`config.mk`:
```
export PLATFORM = sky130hd
export DESIGN_NAME = mm4_ctrl
export DESIGN_NICKNAME = d
export VERILOG_FILES = /design/src/mm4_pkg.sv /design/src/mm4_ctrl.sv
export SDC_FILE = /design/constraint.sdc
export NUM_CORES = 1
export LEC_CHECK = 0
export ABC_AREA = 1
export BUFFER_PORTS_ARGS = -buffer_cell sky130_fd_sc_hd__clkbuf_2
export CAP_MARGIN = 10
export CORE_AREA = 10 10 47 49
export DETAILED_ROUTE_END_ITERATION = 6
export DIE_AREA = 0 0 57 59
export SLEW_MARGIN = 40
export SYNTH_ARGS = -nofsm -noshare
export SYNTH_HDL_FRONTEND = slang
export SYNTH_SLANG_ARGS = --single-unit
```
`constraint.sdc`:
```
create_clock -name clock -period 1.4 [get_ports clock]
set_input_delay 0.07 -clock clock [delete_from_list [all_inputs] [get_ports clock]]
set_output_delay 0.07 -clock clock [all_outputs]
set_load 0.02 [all_outputs]
```
`src/mm4_pkg.sv`:
```
// Shared types and constants for the 4x4 fixed-point matrix multiplier.
package mm4_pkg;

   localparam int DIM     = 4;
   localparam int ELEM_W  = 32;
   localparam int ROW_W   = 2;
   localparam int PROD_W  = 2 * ELEM_W;
   localparam int PAIR_W  = PROD_W + 1;
   localparam int SUM_W   = PROD_W + 2;

   // Request codes carried on req_type.
   localparam logic [1:0] REQ_LOAD_A   = 2'd0;
   localparam logic [1:0] REQ_LOAD_B   = 2'd1;
   localparam logic [1:0] REQ_MULTIPLY = 2'd2;

   localparam logic [ROW_W-1:0] LAST_ROW = ROW_W'(DIM - 1);

   // Commands from the controller to the datapath.
   typedef struct packed {
      logic             wr_a;
      logic             wr_b;
      logic [ROW_W-1:0] wr_row;
      logic             issue;
      logic [ROW_W-1:0] issue_row;
   } mm4_cmd_type;

   // Status from the datapath back to the controller.
   typedef struct packed {
      logic last_out;
   } mm4_status_type;

endpackage

```
`src/mm4_ctrl.sv`:
```
// Controller state machine: accepts items, issues product rows, tracks busy.
module mm4_ctrl (
   input  logic                   clock,
   input  logic                   reset,
   input  logic                   start,
   input  logic [1:0]             req_type,
   input  logic [mm4_pkg::ROW_W-1:0] req_row_index,
   input  mm4_pkg::mm4_status_type status,
   output logic                   busy,
   output mm4_pkg::mm4_cmd_type   cmd
);

   typedef enum logic [2:0] {
      ST_IDLE  = 3'b001,
      ST_ISSUE = 3'b010,
      ST_DRAIN = 3'b100
   } ctl_state_type;

   ctl_state_type                 state_ff, state_in;
   logic [mm4_pkg::ROW_W-1:0]     cnt_ff, cnt_in;
   logic                          accept;

   assign busy   = (state_ff != ST_IDLE);
   assign accept = start && !busy;

   always_comb begin
      state_in = state_ff;
      cnt_in   = cnt_ff;
      unique case (state_ff)
         ST_IDLE: begin
            if (accept && (req_type == mm4_pkg::REQ_MULTIPLY)) begin
               state_in = ST_ISSUE;
               cnt_in   = '0;
            end
         end
         ST_ISSUE: begin
            cnt_in = cnt_ff + 1'b1;
            if (cnt_ff == mm4_pkg::LAST_ROW) begin
               state_in = ST_DRAIN;
            end
         end
         ST_DRAIN: begin
            if (status.last_out) begin
               state_in = ST_IDLE;
            end
         end
         default: begin
            state_in = ST_IDLE;
         end
      endcase
   end

   always_comb begin
      cmd.wr_a      = accept && (req_type == mm4_pkg::REQ_LOAD_A);
      cmd.wr_b      = accept && (req_type == mm4_pkg::REQ_LOAD_B);
      cmd.wr_row    = req_row_index;
      cmd.issue     = (state_ff == ST_ISSUE);
      cmd.issue_row = cnt_ff;
   end

   always_ff @(posedge clock) begin
      if (reset) begin
         state_ff <= ST_IDLE;
         cnt_ff   <= '0;
      end else begin
         state_ff <= state_in;
         cnt_ff   <= cnt_in;
      end
   end

   // A multiply starts issuing at row zero in the very next cycle.
   a_mul_start: assert property (@(posedge clock) disable iff (reset)
      (accept && (req_type == mm4_pkg::REQ_MULTIPLY))
      |=> (state_ff == ST_ISSUE) && (cnt_ff == '0))
      else $error("multiply did not start issuing at row zero");

   // Stores are never written while a product is being read out of them.
   a_no_write_busy: assert property (@(posedge clock) disable iff (reset)
      busy |-> !cmd.wr_a && !cmd.wr_b)
      else $error("store written while busy");

   // Issuing covers exactly four rows, then the pipeline drains.
   a_issue_len: assert property (@(posedge clock) disable iff (reset)
      (state_ff == ST_ISSUE) && (cnt_ff == mm4_pkg::LAST_ROW) |=> (state_ff == ST_DRAIN))
      else $error("issue phase did not end after the last row");

endmodule

```
==> results_dict.tcl <==
set metrics [dict create \
    status "complete, no violations" \
    ir_drop_v 0.000320 \
    antenna_cells 0 \
    drtIter0Drc 4 \
    placed_cell_area_um2 349 \
    worstSkewPairLatency_ns 0.24 \
    p_leak_nw 0.212 \
    r2r_end "state_ff[2]" \
    die_h_um 59 \
    critPathLaunchType "flop" \
    grt_max_degree 5 \
    clock_path_buffers 2 \
    cts_htree_levels 1 \
    cts.reportedPaths.clkPinSlew_ns 0.04 \
    synthTopCellsByArea "dfxtp_1, inv_1, nand2_1" \
    finalCritPeriodShare_pct 92.8 \
    synth_nets 52 \
    yosys.area.top_type_share_pct 34.6 \
    place.gp.congestion 0.690 \
    hpwl_um 628 \
    ys.flop_type "dfxtp_1" \
    path_max_fanout 4 \
    coreArea_mm2 0.00140 \
    wl_um 749 \
    clkSinkCount 5 \
    synthDistinctLibCells 14 \
    yosys_warnings 0 \
    fin_crit_ns 1.30 \
    via_per_inst 4.21 \
    p_per_area_mw_per_mm2 974 \
    clock.fmax_ghz 0.769 \
    drive_above_1_share_pct 32.1 \
    final_area_um2 380 \
    endpoint "cmd[5]" \
    initial_core_util_pct 20.6 \
    r2r-start "cnt_ff[0]" \
    die_area_mm2 0.00336 \
    skew_ns 0.00199 \
    io_buffers 11 \
    yosys-top-cells-count "inv_1, nand2_1, dfxtp_1, nand3_1, a21oi_1" \
    end_kind "primary output" \
    setup_tns_ns 0 \
    root_buffer "clkbuf_4" \
    worstPathRequired_ns 1.33 \
    numCtsBuffers 3 \
    seq_area_frac_synth_pct 34.6 \
    rows 14 \
    slew_viol_final 0 \
    synth_edf_count 0 \
    area_growth_syn_to_layout_pct 31.6 \
    min_path_type "in2reg" \
    nFillCells 170 \
    reg2reg_slack_ns 0.36 \
    ctsHoldBuffers 0 \
    drv_cap 0 \
    tightest_slew_ns 0.185 \
    avgSynthCellArea_um2 6.72 \
    setup_slack_ns 0.100 \
    antenna_left 0 \
    wl_per_cell_um 10.4 \
    first_pass_iters 4 \
    vias 303 \
    slew_headroom_pct 87.6 \
    grt_pass1_vias 309 \
    hold_viol 0 \
    syn_inst 43 \
    grt_pass1_wl_mm 1.23 \
    antenna_found_initial 0 \
    nets 66 \
    drc 0 \
    syn_area_um2 289 \
    ys_seq_elements 5 \
    grt_overflow 0 \
    power_uw 370 \
    async_flop_share_pct 0 \
    die_w_um 57 \
    cts_tree "yes" \
    grt_usage_pct 4.70 \
    finalSetupViolCount 0 \
    worstSetupPathType "reg2out" \
    arrival_ns 1.23 \
    worstRegToRegCells 7 \
    synth_top_cell_by_area "dfxtp_1" \
    pre_cts_ws_ns 0.294 \
    io_pins 16 \
    setup.worst_path.start "state_ff[0]" \
]
==> flip-flops by register name, indices dropped and copies added, names as in the netlist <==
| register | count |
|---|---|
| state_ff | 3 |
| cnt_ff | 2 |
==> worst min path at each step <==
stage                  end  slack [ns]  cells after the start              from
2_1_floorplan    cnt_ff[1]        0.14                      1             reset
3_3_place_gp        cmd[4]        0.14                      0  req_row_index[1]
3_5_place_dp        cmd[4]        0.14                      0  req_row_index[1]
4_1_cts        state_ff[1]        0.04                      2             reset
5_1_grt        state_ff[1]        0.04                      2             reset
6_report         cnt_ff[1]        0.05                      2             reset
==> report_power, final <==
group	internal [mW]	switching, mW
registers	0.147	0.00344
clock network	0.108	0.0564
logic	0.0208	0.0355
==> stage by stage <==
step                      utilization [%]  hold slack, ns  cells
after floorplan                         -           0.139     43
after detailed placement             24.9           0.140     68
after CTS                            26.8          0.0397     72
after global routing                 27.1          0.0406     72
after global placement               24.9           0.140     68
final                                27.1          0.0480     72
==> area by class of cell <==
class | instances | area (um2) | area share [%]
Timing Repair Buffer | 11 | 55.1 | 14.5
Multi-Input combinational cell | 27 | 144 | 37.8
Inverter | 9 | 35.0 | 9.21
Sequential cell | 5 | 100 | 26.3
Tap cell | 16 | 20.0 | 5.26
Clock buffer | 4 | 26.3 | 6.91
==> per-layer routing <==
layer  vias up  GRT usage [%]  part of all wire, %
met5         -              0                    0
li1        161              -                    -
met3         0           1.93                  6.9
met2         7           8.22                   54
met4         0           5.03                    0
met1       135           3.78                   39
==> critical path: stages (launching register included) <==
cell     delay (ns)
dfxtp_1        0.35
nand2_1        0.10
nor2_4         0.13
nand2_1        0.09
nor3_1         0.13
buf_2          0.19
==> logic make-up (layout without fill, tap and decap cells) <==
group	Yosys count	in the layout	share of synthesized area (%)
and+or+nand+nor	20	20	32.0
buffers and inverters	11	24	17.3
AOI/OAI and AO/OA	6	6	11.7
DFF	5	5	34.6
adders and majority gates	1	1	4.33
==> placed cells by master, fill, tap and decap left out <==
| cell type | count |
|---|---|
| dfxtp_1 | 5 |
| inv_1 | 8 |
| nand2_1 | 8 |
| o21ai_0 | 1 |
| clkbuf_2 | 10 |
| buf_2 | 1 |
| nor2_1 | 3 |
| nand3_1 | 5 |
| nor2_4 | 1 |
| clkinv_2 | 1 |
| ha_1 | 1 |
| clkbuf_1 | 1 |
| nand3_2 | 1 |
| a21oi_1 | 4 |
| o21ai_2 | 1 |
| clkbuf_4 | 3 |
| nor3_1 | 2 |
==> what timing repair did <==
| action | in CTS | in global routing |
|---|---|---|
| setup buffers | 0 | 0 |
| endpoints found under the setup margin | 0 | 2 |
| resized for setup | 0 | 2 |
Note: power is estimated with default switching activity, not from simulation.
